### config.mk
export PLATFORM = sky130hd
export DESIGN_NAME = length_prefixed_deframer
export DESIGN_NICKNAME = d
export VERILOG_FILES = /design/src/rtl/lpd_pkg.sv /design/src/rtl/length_prefixed_deframer.sv /design/src/rtl/lpd_parser.sv
export SDC_FILE = /design/constraint.sdc
export NUM_CORES = 1
export LEC_CHECK = 0
export BUFFER_PORTS_ARGS = -buffer_cell sky130_fd_sc_hd__buf_4
export CELL_PAD_IN_SITES_DETAIL_PLACEMENT = 1
export CELL_PAD_IN_SITES_GLOBAL_PLACEMENT = 2
export CORE_ASPECT_RATIO = 0.5
export CORE_MARGIN = 2
export CORE_UTILIZATION = 33
export DETAILED_ROUTE_END_ITERATION = 12
export PLACE_DENSITY_LB_ADDON = 0.1
export SYNTH_ARGS = -nofsm -noshare
export SYNTH_HDL_FRONTEND = slang
export SYNTH_HIERARCHICAL = 1
export SYNTH_SLANG_ARGS = --single-unit
export TNS_END_PERCENT = 10
### constraint.sdc
create_clock -name clk -period 3.7 [get_ports clk]
set_input_delay 0 -clock clk [delete_from_list [all_inputs] [get_ports clk]]
set_output_delay 0 -clock clk [all_outputs]
set_load 0.02 [all_outputs]
### src/rtl/lpd_pkg.sv
package lpd_pkg;

  localparam int ADDR_W = 4;
  localparam int DATA_W = 32;
  localparam int LEN_W  = 16;

  localparam logic [1:0] REG_PROTO_DET = 2'd0;
  localparam logic [1:0] REG_MOD_EN    = 2'd1;
  localparam logic [1:0] REG_FRAME_DIS = 2'd2;
  localparam logic [1:0] REG_MAX_LEN   = 2'd3;

  localparam logic [LEN_W-1:0] MAX_LEN_RESET = 16'd2048;

  typedef enum logic [1:0] {
    PH_LEN_LO  = 2'd0,
    PH_LEN_HI  = 2'd1,
    PH_DATA    = 2'd2,
    PH_DISCARD = 2'd3
  } phase_t;

  typedef struct packed {
    logic             protocol_detected;
    logic             module_enabled;
    logic             framing_disabled;
    logic [LEN_W-1:0] max_frame_length;
  } cfg_t;

  typedef struct packed {
    logic [7:0] out_byte;
    logic       frame_last;
    logic       empty_frame;
    logic       passthrough;
  } res_t;

endpackage

### src/rtl/length_prefixed_deframer.sv
// channel | direction | handshake                  | payload
// in      | input     | in_valid / in_ready        | in_rx_byte, in_chunk_end
// out     | output    | out_valid / out_ready      | out_byte, out_frame_last,
//         |           |                            | out_empty_frame, out_passthrough
// cfg     | input     | psel, penable, pwrite, pready | paddr, pwdata, prdata
//
// one input beat per cycle while in_ready is high; a result is registered into
// the output entry, or the skid entry if out stalls; the parse state and 16-bit
// compare and increment feed this two-entry output register, which sets the rate
// in_ready is low only while both output entries hold results
// synchronous active-low reset clears the parse state, registers and valids
module length_prefixed_deframer (
  input  logic                        clk,
  input  logic                        rst_n,
  input  logic                        in_valid,
  output logic                        in_ready,
  input  logic [7:0]                  in_rx_byte,
  input  logic                        in_chunk_end,
  output logic                        out_valid,
  input  logic                        out_ready,
  output logic [7:0]                  out_byte,
  output logic                        out_frame_last,
  output logic                        out_empty_frame,
  output logic                        out_passthrough,
  input  logic                        psel,
  input  logic                        penable,
  input  logic                        pwrite,
  input  logic [lpd_pkg::ADDR_W-1:0]  paddr,
  input  logic [lpd_pkg::DATA_W-1:0]  pwdata,
  output logic [lpd_pkg::DATA_W-1:0]  prdata,
  output logic                        pready
);

  lpd_pkg::cfg_t cfg_r;
  logic [1:0]    reg_idx;
  logic          cfg_wr;
  logic          beat;
  logic          res_valid;
  lpd_pkg::res_t res;
  logic          out_v_r, out_v_nxt;
  logic          skd_v_r, skd_v_nxt;
  lpd_pkg::res_t out_d_r, out_d_nxt;
  lpd_pkg::res_t skd_d_r, skd_d_nxt;

  assign pready  = 1'b1;
  assign reg_idx = paddr[3:2];
  assign cfg_wr  = psel && penable && pwrite && pready;

  always_ff @(posedge clk) begin
    if (!rst_n) begin
      cfg_r.protocol_detected <= 1'b0;
      cfg_r.module_enabled    <= 1'b0;
      cfg_r.framing_disabled  <= 1'b0;
      cfg_r.max_frame_length  <= lpd_pkg::MAX_LEN_RESET;
    end else if (cfg_wr) begin
      case (reg_idx)
        lpd_pkg::REG_PROTO_DET: cfg_r.protocol_detected <= pwdata[0];
        lpd_pkg::REG_MOD_EN:    cfg_r.module_enabled    <= pwdata[0];
        lpd_pkg::REG_FRAME_DIS: cfg_r.framing_disabled  <= pwdata[0];
        lpd_pkg::REG_MAX_LEN:   cfg_r.max_frame_length  <= pwdata[lpd_pkg::LEN_W-1:0];
        default: ;
      endcase
    end
  end

  always_comb begin
    case (reg_idx)
      lpd_pkg::REG_PROTO_DET: prdata = lpd_pkg::DATA_W'(cfg_r.protocol_detected);
      lpd_pkg::REG_MOD_EN:    prdata = lpd_pkg::DATA_W'(cfg_r.module_enabled);
      lpd_pkg::REG_FRAME_DIS: prdata = lpd_pkg::DATA_W'(cfg_r.framing_disabled);
      lpd_pkg::REG_MAX_LEN:   prdata = lpd_pkg::DATA_W'(cfg_r.max_frame_length);
      default:                prdata = '0;
    endcase
  end

  assign in_ready = !skd_v_r;
  assign beat     = in_valid && in_ready;

  lpd_parser u_parser (
    .clk       (clk),
    .rst_n     (rst_n),
    .cfg       (cfg_r),
    .beat      (beat),
    .rx_byte   (in_rx_byte),
    .chunk_end (in_chunk_end),
    .res_valid (res_valid),
    .res       (res)
  );

  always_comb begin
    out_v_nxt = out_v_r;
    skd_v_nxt = skd_v_r;
    out_d_nxt = out_d_r;
    skd_d_nxt = skd_d_r;
    if (!out_v_r || out_ready) begin
      if (skd_v_r) begin
        out_v_nxt = 1'b1;
        out_d_nxt = skd_d_r;
        skd_v_nxt = 1'b0;
      end else begin
        out_v_nxt = beat && res_valid;
        out_d_nxt = res;
      end
    end else if (beat && res_valid) begin
      skd_v_nxt = 1'b1;
      skd_d_nxt = res;
    end
  end

  always_ff @(posedge clk) begin
    if (!rst_n) begin
      out_v_r <= 1'b0;
      skd_v_r <= 1'b0;
    end else begin
      out_v_r <= out_v_nxt;
      skd_v_r <= skd_v_nxt;
    end
  end

  always_ff @(posedge clk) begin
    out_d_r <= out_d_nxt;
    skd_d_r <= skd_d_nxt;
  end

  assign out_valid       = out_v_r;
  assign out_byte        = out_d_r.out_byte;
  assign out_frame_last  = out_d_r.frame_last;
  assign out_empty_frame = out_d_r.empty_frame;
  assign out_passthrough = out_d_r.passthrough;

endmodule

### src/rtl/lpd_parser.sv
module lpd_parser (
  input  logic          clk,
  input  logic          rst_n,
  input  lpd_pkg::cfg_t cfg,
  input  logic          beat,
  input  logic [7:0]    rx_byte,
  input  logic          chunk_end,
  output logic          res_valid,
  output lpd_pkg::res_t res
);

  lpd_pkg::phase_t            phase_r, phase_nxt;
  logic [lpd_pkg::LEN_W-1:0]  frame_len_r, frame_len_nxt;
  logic [lpd_pkg::LEN_W-1:0]  bytes_r, bytes_nxt;
  logic [lpd_pkg::LEN_W-1:0]  new_len;
  logic [lpd_pkg::LEN_W-1:0]  bytes_inc;
  logic                       framing_on;

  assign framing_on = cfg.protocol_detected && cfg.module_enabled && !cfg.framing_disabled;
  assign new_len    = {rx_byte, frame_len_r[7:0]};
  assign bytes_inc  = bytes_r + lpd_pkg::LEN_W'(1);

  always_comb begin
    phase_nxt     = phase_r;
    frame_len_nxt = frame_len_r;
    bytes_nxt     = bytes_r;
    res_valid     = 1'b0;
    res           = '0;
    if (!framing_on) begin
      // raw forward, only a chunk end leaves discard
      if (chunk_end && phase_r == lpd_pkg::PH_DISCARD) begin
        phase_nxt = lpd_pkg::PH_LEN_LO;
      end
      res_valid       = 1'b1;
      res.out_byte    = rx_byte;
      res.passthrough = 1'b1;
    end else begin
      case (phase_r)
        lpd_pkg::PH_LEN_LO: begin
          frame_len_nxt = {frame_len_r[15:8], rx_byte};
          phase_nxt     = lpd_pkg::PH_LEN_HI;
        end
        lpd_pkg::PH_LEN_HI: begin
          frame_len_nxt = new_len;
          bytes_nxt     = '0;
          if (new_len > cfg.max_frame_length) begin
            phase_nxt = chunk_end ? lpd_pkg::PH_LEN_LO : lpd_pkg::PH_DISCARD;
          end else if (new_len == '0) begin
            phase_nxt       = lpd_pkg::PH_LEN_LO;
            res_valid       = 1'b1;
            res.frame_last  = 1'b1;
            res.empty_frame = 1'b1;
          end else begin
            phase_nxt = lpd_pkg::PH_DATA;
          end
        end
        lpd_pkg::PH_DATA: begin
          res_valid    = 1'b1;
          res.out_byte = rx_byte;
          if (bytes_inc >= frame_len_r) begin
            res.frame_last = 1'b1;
            phase_nxt      = lpd_pkg::PH_LEN_LO;
            bytes_nxt      = '0;
          end else begin
            bytes_nxt = bytes_inc;
          end
        end
        default: begin
          if (chunk_end) begin
            phase_nxt = lpd_pkg::PH_LEN_LO;
          end
        end
      endcase
    end
  end

  always_ff @(posedge clk) begin
    if (!rst_n) begin
      phase_r     <= lpd_pkg::PH_LEN_LO;
      frame_len_r <= '0;
      bytes_r     <= '0;
    end else if (beat) begin
      phase_r     <= phase_nxt;
      frame_len_r <= frame_len_nxt;
      bytes_r     <= bytes_nxt;
    end
  end

endmodule

* Yosys cells after proc, flatten, opt, wreduce, memory -nomap -nowiden
Index checks and enable logic that the tools add are counted.
** Storage, ports and cells
- Flip-flop bits (word level) :: 77
- Latch bits :: 0
- Memory bits (writable) :: 0
- Memory bits (read-only) :: 0
- Input bits :: 52
- Output and inout port bits :: 46
- Word-level logic and storage cells :: 86
- Memories :: 0
** Cells by class
- Add/subtract/negate cells :: 1
- $mul :: 0
- Div/mod/pow operators :: 0
- Order comparisons :: 2
- Equal/unequal tests :: 8
- Shift operators :: 0
- Muxes and demuxes :: 27
- Bitwise gates (word level) :: 4
- Reductions and logical operators :: 26
** Operators with widths (number)
- 32-bit case mux with 4 select lines :: 1
- 16-bit case mux with 2 select lines :: 2
- 2-bit two-way mux :: 10
- 16-bit by 1-bit adder with 16-bit output (second input constant) :: 1
- 16-bit >= comparator :: 1
- 16-bit > comparator :: 1
- 16-bit logical NOT :: 1
- 16-bit two-way mux :: 1
- 8-bit two-way mux :: 2
- 4-bit AND reduction :: 3
- 11-bit two-way mux :: 1
- 2-bit AND reduction :: 5
- 2-bit equality test (second input constant) :: 4
- 1-bit logical AND :: 7
- 1-bit two-way mux :: 7
- 2-bit case mux with 3 select lines :: 1
- 5-bit != test (second input constant) :: 1
- 2-bit by 1-bit equality test with 1-bit output (second input constant) :: 2
- 2-bit logical NOT :: 2
- 1-bit NOT :: 4
- 1-bit case mux with 2 select lines :: 2
- 2-bit nonzero test :: 2
- 1-bit logical NOT :: 3
- 3-bit != test (second input constant) :: 1
- other kinds (3) :: 3

* Logic depth before layout (Yosys ltp)
- Word-level depth :: 7
- Depth in mapped cells :: 14

* By module
Netlist, hierarchy kept.
** Modules (own cells, without submodules)
- lpd_parser :: times used 1, cells an instance 367, area an instance 2803.9 sq um, sequential area each 680.7 sq um
- length_prefixed_deframer :: times used 1, cells an instance 166, area an instance 1963.1 sq um, sequential area each 1081.0 sq um

* Least setup slack after synthesis
No wires, ideal clock.
- Path type :: flip-flop to flip-flop
- From :: register u_parser/bytes_r[2] (netlist bit)
- To :: register out_d_r, in the netlist out_frame_last, data pin
- Setup time :: 260 ps
- Arrival time :: 2749 ps
- Setup slack :: 691 ps
- Stages on the path, launching flop included :: 15
- Path buffers :: 0
- Cells stage by stage :: dfxtp_1 > and4_1 > nand4_1 > nor2_2 > nand3_1 > nand2_1 > nand2_1 > ha_1 > a21o_1 > a21o_1 > a211oi_1 > a21boi_0 > o22ai_1 > and3_1 > mux2_2
** RTL lines
- start: declaration :: line lpd_parser.sv:14 : logic [lpd_pkg::LEN_W-1:0] bytes_r, bytes_nxt;
- start signal: assignment :: line lpd_parser.sv:85 : bytes_r <= bytes_nxt;
- end signal: assignment :: line length_prefixed_deframer.sv:121 : out_d_r <= out_d_nxt;
- end: declaration :: line length_prefixed_deframer.sv:42 : lpd_pkg::res_t out_d_r, out_d_nxt;

==> flow_metrics.tcl <==
set metrics [dict create \
    crit_path_top_delay_cell "dfxtp_1" \
    final_common_cell "nand2_1" \
    yosys.area_share.simple_pct 22.73 \
    synth-xor-area-share_pct 1.470 \
    timing.final.crit_share_pct 92.31 \
    core_area_sq_um 13810 \
    syn_to_final_growth_pct 21.84 \
    fp.dieArea_sq_um 15480 \
    postSynthAreaPerCell_sq_um 8.944 \
    hold_ws_ps 0.8772 \
    slew_headroom_pct 50.40 \
    pin_count 98 \
    ys_types 63 \
    cp.required_ps 3790 \
    holdPathStages 3 \
    setup_viol 0 \
    start_util_pct 34.51 \
    synth_top_family_by_area "simple AND/OR/NAND/NOR gates" \
    drive_above_1_share_pct 18.95 \
    hold_path_end "cfg_r[17]" \
    wirelength_mm 13.04 \
    cp-start-kind "flip-flop" \
    clock_path_buffers 2 \
    synth_compound_area_share_pct 11.86 \
    placedInstanceArea_sq_um 5319 \
    reg2reg_depth 13 \
    vias_per_cell 4.902 \
    grt_overflow 0 \
    r2r_slack_ps 280 \
    yosys-mux-area-fraction_pct 7.139 \
    final_util_pct 42.05 \
    critical_path.max_fanout 5 \
    fin_area_sq_um 5808 \
    r2r-start "u_parser/bytes_r[2]" \
    cp.arrival_ps 3510 \
    worstMarginPinSlew_ps 744.0 \
    max_stage_delay_ps 420 \
    place.gp.congestion 0.7773 \
    hold_path.class "in2reg" \
    internal_power_mw 1.431 \
    postRouteAntennaNets 0 \
    rows 30 \
    synth-edff-count 22 \
    cts_root_buf "clkbuf_16" \
    clkLatencyLatePin_ps 340 \
    p_total_mw 1.953 \
    drtIter0Drc 165 \
    grt_pass1_vias 3983 \
    endpoint_kind "flip-flop" \
    fin_nets 698 \
    syn_area_sq_um 4767 \
    cap_violations 0 \
    cp.depth 13 \
    path_cells "and4_1, nand4_1, nor2_4, and3_1, xnor2_1, ha_1, nand4_1, o21bai_1, a211oi_1, a21boi_0, o22ai_1, and3_1, mux2_2" \
    ys_warn_count 6 \
    seqPwrFrac_pct 45.5 \
    skew_ps 8.317 \
    async_reset_ff_share_pct 0 \
    wl_per_cell_um 16.22 \
    htreeDepth 3 \
    p_sw_share_pct 26.74 \
    final-max-slew-violation-count 0 \
    hpwl_mm 9.346 \
    syn_inst 533 \
    synth-seq-cells 77 \
    leakagePower_nw 2.324 \
    fp.dieW_um 174.0 \
    io_buffers 62 \
    min_from "pwdata[0]" \
    min_period_ps 3416 \
    clk_pin_slew_worst_paths_ps 70 \
    synth-seq-area-share_pct 36.96 \
    grt_max_degree 75 \
    path_buf_inv 0 \
    p_sw_mw 0.5221 \
    antenna_found_initial 0 \
    synthFlopType "dfxtp_1" \
    hold_violations 0 \
    crit_family "simple AND/OR/NAND/NOR gates" \
    numCtsBuffers 9 \
    cts_tree "done" \
    tns_ps 0 \
    rsz0062_at_grt "no" \
    vias 3941 \
    p_per_area_nw_per_um2 336.2 \
    die_h_um 88.99 \
    drc 0 \
    outcome "completed" \
    combPwrFrac_pct 9.3 \
    vdd.ir_drop.worst_mv 0.2073 \
    criticalPathCategory "reg2reg" \
    grt_pass1_wl_mm 21.49 \
    timing.rr.end "out_frame_last" \
    final_cell_mix "nand2_1, buf_4, dfxtp_1" \
    grt_usage_pct 17.86 \
    first_pass_iters 4 \
    clkSinkCount 77 \
    yosys.area_share.adder_pct 10.24 \
    antennaDiodeCount 0 \
    clock_power_share_pct 45.2 \
    fmax_mhz 292.8 \
]
==> final cells by class <==
class                   count  area [sq um]
repair buffers             87         695.7
fillers                  1660          8005
multi-input cells         380          2628
well taps                 192         240.2
clock inverters             7         62.56
inverters                  52         195.2
clock buffers               9         225.2
flip-flops and latches     77          1762
==> metal layers <==
layer,track usage [%],vias to the layer above,routed length [um]
li1,-,1974,-
met1,25.87,1885,6870
met2,27.42,73,5555
met3,3.656,9,505
met4,4.125,0,106
met5,0,-,0
==> repair_timing <==
action                                 in CTS  in global routing
buffers inserted                            0                  2
resized for setup                           0                  3
setup endpoints to repair                   0                 15
hold buffers                               17                  0
endpoints found under the hold margin      17                  0
==> sequential cells by signal, indices dropped and copies added, names as in the netlist <==
register and cells:
out_frame_last 1, out_empty_frame 1, cfg_r 19, u_parser/frame_len_r 16, u_parser/bytes_r 16, out_valid 1, skd_d_r 11, skd_v_r 1
u_parser/phase_r 2, out_byte 8, out_passthrough 1
==> worst register-to-register path: stages, from the launching register on <==
cell and delay (ps):
dfxtp_1 420, and4_1 270, nand4_1 210, nor2_4 200, and3_1 220, xnor2_1 150, ha_1 290, nand4_1 170
o21bai_1 120, a211oi_1 260, a21boi_0 290, o22ai_1 120, and3_1 200, mux2_2 250
==> worst max path at each step <==
stage	startpoint	endpoint	slack [ps]
floorplan	u_parser/bytes_r[2]	out_frame_last	690
global placement	u_parser/bytes_r[2]	out_frame_last	250
detailed placement	u_parser/bytes_r[0]	out_frame_last	180
CTS	u_parser/bytes_r[0]	out_frame_last	160
global route	u_parser/bytes_r[0]	out_frame_last	60
finish	u_parser/bytes_r[2]	out_frame_last	280
==> synthesized netlist by cell type (10+ instances only) <==
cell type  instances  area share (%)
nor2b_1           18             2.4
ha_1              39              10
a31oi_1           10             1.3
dfxtp_1           55              23
a21oi_1           21             2.2
nand2_1           83             6.5
clkbuf_1          10            0.79
mux2i_1           19             4.0
edfxtp_1          22              14
nor3b_1           11             1.7
a21boi_0          10             1.6
inv_1             52             4.1
nand3_1           20             2.1
nor2_1            10            0.79
and3_1            15             2.0
nand4_1           10             1.3
buf_4             20             3.1
mux2_2            11             2.6
o22ai_1           10             1.3
==> per-stage QoR <==
stage	setup WS (ps)	instances
detailed placement	176.5	769
global route	62.57	804
CTS	155.2	802
finish	284.4	804
floorplan	691.2	548
global placement	246.0	769
==> logic make-up after synthesis <==
| kind of cell | Yosys count |
|---|---|
| simple gates | 203 |
| buf+inv | 91 |
| compound gates | 82 |
| flops | 77 |
| fa+ha+maj | 39 |
| mux | 31 |
| xor+xnor | 8 |
| other cells | 2 |
==> power groups by stage <==
stage	clock (mW)	combinational [mW]	sequential [mW]
after floorplan	0	0.0999	0.917
final	0.882	0.182	0.888
after global routing	0.941	0.199	0.890
after detailed placement	0	0.170	0.908
after CTS	0.908	0.184	0.888
after global placement	0	0.168	0.907
Note: power is estimated with default switching activity, not from simulation.
